## src/rtl/core/gbda_pkg.sv

```systemverilog
// Shared types and constants of the group-by-dimensions average block.
// Item structs, function codes and register indexes; no dependencies.

package gbda_pkg;

  // Default sizes of the top level
  localparam int MAX_DIMS_DEF    = 4;
  localparam int BIN_DEPTH_DEF   = 1024;
  localparam int EXTENT_BITS_DEF = 10;

  // Fixed field widths
  localparam int FUNC_W     = 2;
  localparam int VALUE_W    = 32;
  localparam int BIN_IDX_W  = 10;
  localparam int SUM_W      = 32;
  localparam int CNT_W      = 32;
  localparam int FRAC_BITS  = 16;
  localparam int AVG_W      = SUM_W + FRAC_BITS;
  localparam int NUM_DIMS_W = 3;
  localparam int EXT_REG_W  = 11;
  localparam int MASK_W     = 4;
  localparam int NUM_EXT_REGS = 4;

  // Configuration port
  localparam int CFG_IDX_W  = 3;
  localparam int CFG_DATA_W = 11;

  localparam logic [CFG_IDX_W-1:0] CFG_NUM_DIMS    = 3'd0;
  localparam logic [CFG_IDX_W-1:0] CFG_EXTENT_DIM0 = 3'd1;
  localparam logic [CFG_IDX_W-1:0] CFG_EXTENT_DIM1 = 3'd2;
  localparam logic [CFG_IDX_W-1:0] CFG_EXTENT_DIM2 = 3'd3;
  localparam logic [CFG_IDX_W-1:0] CFG_EXTENT_DIM3 = 3'd4;
  localparam logic [CFG_IDX_W-1:0] CFG_SELECT_MASK = 3'd5;

  // Item function codes
  localparam logic [FUNC_W-1:0] FUNC_ACCUM   = 2'd0;
  localparam logic [FUNC_W-1:0] FUNC_READ    = 2'd1;
  localparam logic [FUNC_W-1:0] FUNC_RESTART = 2'd2;

  typedef struct packed {
    logic [FUNC_W-1:0]         func;
    logic signed [VALUE_W-1:0] cell_value;
    logic [BIN_IDX_W-1:0]      bin_index;
  } in_item_t;

  typedef struct packed {
    logic signed [AVG_W-1:0] average;
    logic                    bin_empty;
    logic [CNT_W-1:0]        bin_count;
  } out_item_t;

endpackage

```

## src/rtl/core/gbda_div.sv

```systemverilog
// Restoring unsigned divider, one quotient bit per cycle.
// Uses gbda_pkg for default widths.

module gbda_div #(
  parameter int DIVIDEND_W = gbda_pkg::AVG_W,
  parameter int DIVISOR_W  = gbda_pkg::CNT_W
) (
  input  logic                  clk_i,
  input  logic                  rst_ni,
  input  logic                  start_i,
  input  logic [DIVIDEND_W-1:0] dividend_i,
  input  logic [DIVISOR_W-1:0]  divisor_i,
  output logic                  done_o,
  output logic [DIVIDEND_W-1:0] quotient_o
);

  localparam int StepW = $clog2(DIVIDEND_W + 1);

  logic                  busy_q;
  logic                  done_q;
  logic [StepW-1:0]      step_q;
  logic [DIVISOR_W-1:0]  rem_q;
  logic [DIVISOR_W-1:0]  dvsr_q;
  logic [DIVIDEND_W-1:0] quot_q;

  logic [DIVISOR_W:0]   trial;
  logic [DIVISOR_W+1:0] diff;
  logic                 fits;

  // Shift in next dividend bit and try a subtract
  always_comb begin
    trial = {rem_q, quot_q[DIVIDEND_W-1]};
    diff  = {1'b0, trial} - {2'b00, dvsr_q};
    fits  = ~diff[DIVISOR_W+1];
  end

  // Control
  always_ff @(posedge clk_i or negedge rst_ni) begin
    if (!rst_ni) begin
      busy_q <= 1'b0;
      done_q <= 1'b0;
      step_q <= '0;
    end else begin
      done_q <= 1'b0;
      if (start_i) begin
        busy_q <= 1'b1;
        step_q <= '0;
      end else if (busy_q) begin
        step_q <= step_q + StepW'(1);
        if (step_q == StepW'(DIVIDEND_W - 1)) begin
          busy_q <= 1'b0;
          done_q <= 1'b1;
        end
      end
    end
  end

  // Datapath: quotient bits replace dividend bits from the bottom
  always_ff @(posedge clk_i) begin
    if (start_i) begin
      rem_q  <= '0;
      dvsr_q <= divisor_i;
      quot_q <= dividend_i;
    end else if (busy_q) begin
      rem_q  <= fits ? diff[DIVISOR_W-1:0] : trial[DIVISOR_W-1:0];
      quot_q <= {quot_q[DIVIDEND_W-2:0], fits};
    end
  end

  assign done_o     = done_q;
  assign quotient_o = quot_q;

endmodule

```

## config.mk

```make
export PLATFORM = sky130hd
export DESIGN_NAME = gbda_div
export DESIGN_NICKNAME = d
export VERILOG_FILES = /design/src/rtl/core/gbda_pkg.sv /design/src/rtl/core/gbda_div.sv
export SDC_FILE = /design/constraint.sdc
export NUM_CORES = 1
export LEC_CHECK = 0
export BUFFER_PORTS_ARGS = -buffer_cell sky130_fd_sc_hd__buf_2
export CORE_ASPECT_RATIO = 2
export CORE_MARGIN = 1.5
export CORE_UTILIZATION = 55
export CTS_CLUSTER_DIAMETER = 50
export CTS_CLUSTER_SIZE = 40
export DETAILED_ROUTE_END_ITERATION = 10
export PLACE_DENSITY_LB_ADDON = 0.2
export SETUP_SLACK_MARGIN = 0.4
export SLEW_MARGIN = 20
export SYNTH_ARGS = -nofsm -noshare
export SYNTH_HDL_FRONTEND = slang
export SYNTH_SLANG_ARGS = --single-unit
```

## constraint.sdc

```tcl
create_clock -name clk_i -period 3.35 [get_ports clk_i]
set_input_delay 0.67 -clock clk_i [delete_from_list [all_inputs] [get_ports clk_i]]
set_output_delay 0.67 -clock clk_i [all_outputs]
set_load 0.05 [all_outputs]
```

==> results.toml, run 1 <==
[outcome]
status = "finished clean"

[logic_synthesis]
synth_top_family_by_area = "compound AO/OA/AOI/OAI gates"
avgSynthCellArea_sq_um = 11.0
synth.top_cell.area_share = 0.373
ys_async_sr_fraction = 0.0667
synth_flop_cell = "edfxtp_1"
ys_seq_area_frac = 0.504
synthMuxAreaShare = 0.0952
synth_largest_area_cell = "edfxtp_1"
synth_xor_xnor_area_share = 0.0381
synth_cell_types = 60
yosys_warnings = 0
synth_edf_count = 80
ys_seq_elements = 120
syn-num-nets = 701
ys_top_cells_by_area = "edfxtp_1 (37%), dfxtp_1 (9.9%), mux2_2 (8.7%), ha_1 (6.4%), nand2_1 (3.3%)"
synth-compound-area-share = 0.153
syn-cell-area_sq_mm = 0.00644
synth_cells = 584
synth_simple_gate_area_share = 0.104
synthAdderAreaFrac = 0.0672

[critical_path]
r2r_slack_ns = 0.47
cp-end-kind = "register"
r2r-start = "dvsr_q[1]"
startpoint = "dvsr_q[1]"
rr_endpoint = "rem_q[27]"
reg2reg_depth = 10
required_ns = 3.65
start_kind = "register"
path_class = "reg -> reg"
arrival_ns = 3.18
crit_fanout = 5

[clocking]
clock_latency_ns = 0.42
cts_tree = "yes"
clockBufferDepth = 2
h-tree-depth = 4
cts-root-buf = "clkbuf_16"
path_clk_slew_ns = 0.06
cts_sinks = 120
cts_made_buffers = 17

[pwr]
pwr-share-clk = 0.302
p_comb_frac = 0.368
total_power_mw = 6.08
total_leakage_power_nw = 3.52
switching_share = 0.370
p_int_mw = 3.83
seqPwrFrac = 0.330
p_switching_mw = 2.25
powerDensity_mw_per_mm2 = 763
peakVddDrop_mv = 0.508

[final_layout]
area_growth_pct = 23.8
finalNetCount = 841
layout-drive-gt1-share = 0.332
diodes = 0

[timing]
setup_viol = 0
finalHoldViolCount = 0
tns_ns = 0
max_freq_ghz = 0.347
fin_worst_skew_ns = 0.0141
hold_ws_ns = 0.0811
fin_crit_ns = 2.88
worstMarginPinSlew_ns = 0.678
rsz0062_at_grt = "true"
timing.slew.headroom = 0.548
slew_violations = 0
fin_crit_sh = 0.860

[global_route]
grt_pass1_vias = 5405
grt_use_total = 0.255
grt_max_degree = 56
grt_remaining_overflow = 0
antenna_found_initial = 0
grt_pass1_wl_um = 24500

[route]
via_per_inst = 5.81
drt-total-wl_um = 15200
wl_per_cell_um = 17.3
drtPass1Iterations = 5
drc = 0
vias = 5104
ant_nets = 0
drt-initial-drc-count = 317

[die]
die_area_sq_mm = 0.0124
rows = 55
die_w_um = 79.5
initial_core_util = 0.567
fp.coreArea_sq_mm = 0.0114
top_level_ports = 132
die_y_um = 156

[flow_run]
maxCapViolations = 0

[hold_path]
hp-class = "in -> async"

[placed_design]
routabilityCongestion = 0.953
numPortBuffers = 131
hpwl_um = 10800
-- per-stage QoR --
| step | std cells | worst slack [ns] | area [sq um] | util |
|---|---|---|---|---|
| floorplan | 584 | 0.299 | 6480 | - |
| global placement | 843 | 0.444 | 7300 | 0.643 |
| detailed placement | 843 | 0.414 | 7300 | 0.643 |
| CTS | 876 | 0.413 | 7900 | 0.696 |
| global route | 879 | 0.362 | 7970 | 0.702 |
| finish | 879 | 0.469 | 7970 | 0.702 |
-- cells by family (layout without fill, tap and decap cells) --
family / after synthesis / count (layout)
xor+xnor: 28 / 28
simple gates: 148 / 148
buf+inv: 65 / 218
compound gates: 134 / 134
fa+ha+maj: 34 / 34
flops: 120 / 120
mux: 55 / 55
-- per-layer routing --
metal / GRT usage / share of wire / vias to the layer above
met5: 0 / 0 / -
li1: - / - / 2459
met2: 0.469 / 0.55 / 155
met3: 0.0637 / 0.043 / 52
met1: 0.252 / 0.37 / 2438
met4: 0.143 / 0.041 / 0
-- placed cells by master, fill, tap and decap left out, types with 16 or more instances in the layout --
| cell | n |
|---|---|
| o21ai_0 | 16 |
| dfxtp_1 | 32 |
| a311oi_1 | 17 |
| clkbuf_16 | 17 |
| mux2_2 | 49 |
| nor2_1 | 35 |
| buf_2 | 130 |
| inv_1 | 39 |
| nand3_1 | 17 |
| ha_1 | 30 |
| edfxtp_1 | 80 |
| xnor2_1 | 17 |
| nand2_1 | 57 |
| a21oi_1 | 29 |
-- worst max-delay path, stage by stage (launching register included) --
cell and delay, ns:
edfxtp_1 0.41, inv_1 0.12, ha_1 0.23, nor2b_1 0.15, o31a_1 0.30, o211a_1 0.26
a211o_1 0.34, a2111o_1 0.43, a311oi_2 0.28, xnor2_1 0.16, o21ai_1 0.07
-- how the worst max path moves through the flow --
stage	cells past startpoint	to	slack (ns)
2_1_floorplan	12	rem_q[24]	0.30
3_3_place_gp	11	rem_q[3]	0.44
3_5_place_dp	12	rem_q[24]	0.41
4_1_cts	12	rem_q[24]	0.41
5_1_grt	10	rem_q[23]	0.36
6_report	10	rem_q[27]	0.47
-- Yosys cell counts, types with 5 or more instances --
cell type	n
a21o_1	15
a21oi_1	29
a311oi_1	17
a31oi_1	5
and2_1	6
buf_2	5
clkbuf_1	16
dfrtp_1	8
dfxtp_1	32
edfxtp_1	80
ha_1	33
inv_1	42
mux2_2	50
mux2i_1	5
nand2_1	57
nand3_1	18
nand4_1	6
nor2_1	35
nor2b_1	5
nor3_1	8
o21ai_0	17
xnor2_1	17
xor2_1	11
-- final cells by class --
class	instances	area, sq um
fillers	853	3380
well taps	142	178
multi-input cells	399	3030
clock buffers	18	429
inverters	42	158
flip-flops and latches	120	3240
repair buffers	144	768
clock inverters	14	165
-- power groups by stage --
stage / sequential, mW / combinational (mW) / clock [mW]
after floorplan: 2.23 / 1.43 / 0
after global placement: 2.02 / 2.12 / 0
after detailed placement: 2.03 / 2.16 / 0
after CTS: 2.01 / 2.19 / 1.87
after global routing: 2.04 / 2.44 / 1.91
final: 2.01 / 2.24 / 1.84
-- registers in the layout, summed over array words and instances (netlist names) --
signal,cells
busy_q,1
rem_q,32
quotient_o,48
done_o,1
step_q,6
dvsr_q,32
-- repair_timing --
action,in CTS,in global routing
hold buffers,0,0
setup endpoints to repair,1,14
resized for setup,0,11
buffers inserted,1,3
pin swaps,2,5
(Power assumes the default switching activity.)
==> inputs of run 2 (changes only) <==
- RECOVER_POWER: not set -> 25
==> run 2 against run 1 <==
Effect of this change: clock power about the same; non-clock buffer count unchanged; global-route usage unchanged; final cell count unchanged; count of clock-buffer cells in the layout unchanged; largest power group unchanged; fmax up 0.51%; power about the same; critical path depth unchanged; flip-flop and latch count unchanged; worst setup slack better by 0.015 ns; wire length down 0.44%; register-to-register slack about the same.
==> results.toml, run 2 (synthesis results as in run 1) <==
[flow_run]
maxCapViolations = 0

[placed_design]
routabilityCongestion = 0.953
numPortBuffers = 131
hpwl_um = 10800

[die]
die_y_um = 156
fp.coreArea_sq_mm = 0.0114
die_w_um = 79.5
rows = 55
top_level_ports = 132
die_area_sq_mm = 0.0124
initial_core_util = 0.567

[final_layout]
finalNetCount = 841
diodes = 0
layout_common_cells = "buf_2 (129), edfxtp_1 (80), nand2_1 (57)"
layout-drive-gt1-share = 0.330
largest_reg_flops = 48
multi_input_area_sq_mm = 0.00303
seq_area_sq_mm = 0.00324
area_growth_pct = 23.7
layout_commonest_cell = "buf_2"
fillers = 857

[route]
wl_per_cell_um = 17.2
drtPass1Iterations = 4
via_per_inst = 5.80
ant_nets = 0
drc = 0
drt-initial-drc-count = 318
vias = 5102
drt-total-wl_um = 15100

[pwr]
pwr-share-clk = 0.302
switching_share = 0.370
p_int_mw = 3.83
powerDensity_mw_per_mm2 = 763
peakVddDrop_mv = 0.508
p_switching_mw = 2.25
seqPwrFrac = 0.330
total_leakage_power_nw = 3.51
p_comb_frac = 0.368

[critical_path]
critPathBufInv = 1
rr_endpoint = "rem_q[27]"
required_ns = 3.65
r2r-start = "dvsr_q[1]"
path_class = "reg -> reg"
start_kind = "register"
crit_family = "compound AO/OA/AOI/OAI gates"
cpMaxStageDelayCell = "a2111o_1"
slowest_delay_ns = 0.42
r2r_slack_ns = 0.48
crit_fanout = 5
reg2reg_depth = 10
path_cells = "inv_1, ha_1, nor2b_1, o31a_1, o211a_1, a211o_1, a2111o_1, a311oi_2, xnor2_1, o21ai_1"
cp-end-kind = "register"
arrival_ns = 3.16

[outcome]
status = "finished clean"

[timing]
hold_ws_ns = 0.159
setup_viol = 0
fin_crit_ns = 2.87
fin_crit_sh = 0.856
rsz0062_at_grt = "true"
max_freq_ghz = 0.349
worstMarginPinSlew_ns = 1.31
slew_violations = 0
tns_ns = 0
fin_worst_skew_ns = 0.0138
timing.slew.headroom = 0.124
finalHoldViolCount = 0

[clocking]
clockBufferDepth = 2
cts_hold_buf = 0
path_clk_slew_ns = 0.06
cts-root-buf = "clkbuf_16"
cts_sinks = 120
cts_tree = "yes"
h-tree-depth = 4
cts_made_buffers = 17
clock_latency_ns = 0.42

[global_route]
grt_use_total = 0.255
grt_max_degree = 56
grt_pass1_vias = 5405
grt_pass1_wl_um = 24500
grt_remaining_overflow = 0
antenna_found_initial = 0

[hold_path]
hp-class = "in -> async"
[run 2: cell types whose count changed in the layout (fill, tap and decap cells not counted), sizes merged]
cell and change:
clkbuf +3, buf -3
[run 2: worst max path at each step]
stage / startpoint / end / slack, ns / cells after the start
4_1_cts: quotient_o[47] / rem_q[24] / 0.41 / 12
2_1_floorplan: quotient_o[47] / rem_q[24] / 0.30 / 12
6_report: dvsr_q[1] / rem_q[27] / 0.48 / 10
3_3_place_gp: dvsr_q[11] / rem_q[3] / 0.44 / 11
3_5_place_dp: quotient_o[47] / rem_q[24] / 0.41 / 12
5_1_grt: dvsr_q[1] / rem_q[23] / 0.36 / 10
[run 2: repair_timing]
| action | in CTS | in global routing |
|---|---|---|
| gates cloned | 0 | 0 |
| gates resized for setup | 0 | 11 |
| buffers inserted | 1 | 3 |
| setup endpoints to repair | 1 | 14 |
| pin swaps | 2 | 5 |
[run 2: cell type report]
class	count	share of cell area
well taps	142	0.0223
multi-input cells	399	0.381
flip-flops and latches	120	0.407
clock inverters	14	0.0207
clock buffers	18	0.0539
inverters	42	0.0198
repair buffers	144	0.0955
[run 2: metrics by stage]
| stage | instances | instance area, sq um | total power [mW] | worst slack (ns) | util |
|---|---|---|---|---|---|
| floorplan | 584 | 6480 | 3.67 | 0.299 | - |
| global placement | 843 | 7300 | 4.14 | 0.444 | 0.643 |
| detailed placement | 843 | 7300 | 4.19 | 0.414 | 0.643 |
| CTS | 876 | 7900 | 6.07 | 0.413 | 0.696 |
| global route | 879 | 7970 | 6.38 | 0.362 | 0.702 |
| finish | 879 | 7970 | 6.08 | 0.483 | 0.702 |
[run 2: power groups by stage]
stage | Sequential [mW] | Combinational, mW | Clock (mW)
floorplan | 2.23 | 1.43 | 0
global placement | 2.02 | 2.12 | 0
detailed placement | 2.03 | 2.16 | 0
CTS | 2.01 | 2.19 | 1.87
global route | 2.04 | 2.44 | 1.91
finish | 2.01 | 2.24 | 1.83
[run 2: routing by layer]
metal / vias to the layer above / routed length (um) / GRT usage
li1: 2461 / - / -
met1: 2420 / 5450 / 0.252
met2: 168 / 8330 / 0.469
met3: 53 / 701 / 0.0637
met4: 0 / 654 / 0.143
met5: - / 0 / 0
==> inputs of run 3 (changes only) <==
- CORE_MARGIN: 1.5 -> not set
==> run 3 against run 2 <==
Effect of this change: sequential share of layout area down 0.49 points; non-clock buffer count up 5; first-iteration DRC count down 19%; via count up 2.6%; highest routed layer unchanged.
==> results.toml, run 3 (synthesis results as in run 1) <==
[timing]
finalWorstSetupSlack_ns = 0.483
hold_ws_ns = 0.175
rsz0062_at_grt = "true"
fin_worst_skew_ns = 0.00948
fin_crit_ns = 2.87
finalHoldViolCount = 0
worstMarginPinSlew_ns = 0.673
fin_crit_sh = 0.856
timing.slew.headroom = 0.551
tns_ns = 0
max_freq_ghz = 0.349
setup_viol = 0
slew_violations = 0

[final_layout]
layout_common_cells = "buf_2 (126), edfxtp_1 (80), nand2_1 (57)"
layout-drive-gt1-share = 0.346
diodes = 0
layout_commonest_cell = "buf_2"
fin_util = 0.710
area_growth_pct = 25.2
largest_reg_flops = 48
finalNetCount = 846

[global_route]
grt_max_degree = 49
grt_remaining_overflow = 0
grt_use_total = 0.273
grt_pass1_vias = 5550
grt_pass1_wl_um = 25600
antenna_found_initial = 0

[hold_path]
hp-class = "in -> async"

[flow_run]
maxCapViolations = 0

[pwr]
peakVddDrop_mv = 0.462
powerDensity_mw_per_mm2 = 765
total_leakage_power_nw = 3.53

[placed_design]
numPortBuffers = 131
post-place-ws_ns = 0.365
hpwl_um = 11300
routabilityCongestion = 0.956

[clocking]
h-tree-depth = 4
cts-root-buf = "clkbuf_16"
clock_latency_ns = 0.42
clockBufferDepth = 2
cts_tree = "yes"
cts_sinks = 120
path_clk_slew_ns = 0.06
cts_made_buffers = 17

[critical_path]
r2r_slack_ns = 0.48
start_kind = "register"
path_class = "reg -> reg"
rr_endpoint = "rem_q[24]"
arrival_ns = 3.17
required_ns = 3.65
crit_fanout = 3
r2r-start = "quotient_o[47]"
reg2reg_depth = 12
cp-end-kind = "register"

[die]
die_w_um = 78.5
top_level_ports = 132
die_area_sq_mm = 0.0122
rows = 55
die_y_um = 155
initial_core_util = 0.567
fp.coreArea_sq_mm = 0.0114

[route]
wl_per_cell_um = 17.7
vias = 5237
drt-initial-drc-count = 259
drc = 0
via_per_inst = 5.92
ant_nets = 0
drtPass1Iterations = 5
drt-total-wl_um = 15600

[outcome]
status = "finished clean"
## run 3: cell types whose count changed in the layout (fill, tap and decap cells not counted), sizes merged
| cell | before | now |
|---|---|---|
| buf | 141 | 145 |
| bufinv | 2 | 1 |
| clkbuf | 21 | 22 |
| clkinv | 3 | 4 |
| clkinvlp | 4 | 3 |
| inv | 47 | 48 |
## run 3: worst max path at each step
stage | start | to | slack (ns) | depth (start not counted)
4_1_cts | quotient_o[47] | rem_q[24] | 0.40 | 12
2_1_floorplan | quotient_o[47] | rem_q[24] | 0.30 | 12
3_5_place_dp | quotient_o[47] | rem_q[24] | 0.36 | 12
5_1_grt | dvsr_q[1] | rem_q[7] | 0.37 | 12
3_3_place_gp | dvsr_q[11] | rem_q[3] | 0.40 | 11
6_report | quotient_o[47] | rem_q[24] | 0.48 | 12
## run 3: critical path, cell delays in order (launching register included)
cell       delay, ns
edfxtp_1        0.40
inv_2           0.10
ha_4            0.13
inv_2           0.04
fa_2            0.33
a21o_1          0.20
nand4_1         0.17
a2111oi_4       0.11
o32a_4          0.43
a31oi_4         0.23
mux2_4          0.34
a2111oi_4       0.18
o21bai_1        0.09
## run 3: what timing repair did
| action | in CTS | in global routing |
|---|---|---|
| cloned | 0 | 0 |
| resized for setup | 4 | 23 |
| endpoints found under the setup margin | 2 | 18 |
| pin swaps | 2 | 10 |
| setup buffers | 2 | 4 |
| hold buffers | 0 | 0 |
## run 3: area by class of cell
class | instances | area [sq um]
clock buffer | 18 | 439
clock inverter | 14 | 139
fill | 853 | 3290
inverter | 42 | 158
multi-input combinational | 399 | 3120
sequential | 120 | 3240
tap | 142 | 178
timing repair buffer | 149 | 788
## run 3: layer usage
metal,track usage,vias to the layer above,part of all wire
met5,0,-,0
met4,0.156,0,0.044
met3,0.0651,67,0.048
met2,0.509,212,0.55
met1,0.264,2494,0.35
li1,-,2464,-
## run 3: through the flow
stage | power (mW) | cells | cell area, sq um
3_3_place_gp | 4.15 | 846 | 7310
2_1_floorplan | 3.67 | 584 | 6480
3_5_place_dp | 4.22 | 846 | 7310
6_report | 6.17 | 884 | 8060
4_1_cts | 6.05 | 880 | 7920
5_1_grt | 6.49 | 884 | 8060
## run 3: report_power, final
part	internal (mW)	total (mW)	switching [mW]	leakage, nW
combinational	0.949	2.35	1.40	2.06
clock	1.06	1.80	0.742	0.276
sequential	1.84	2.02	0.180	1.19
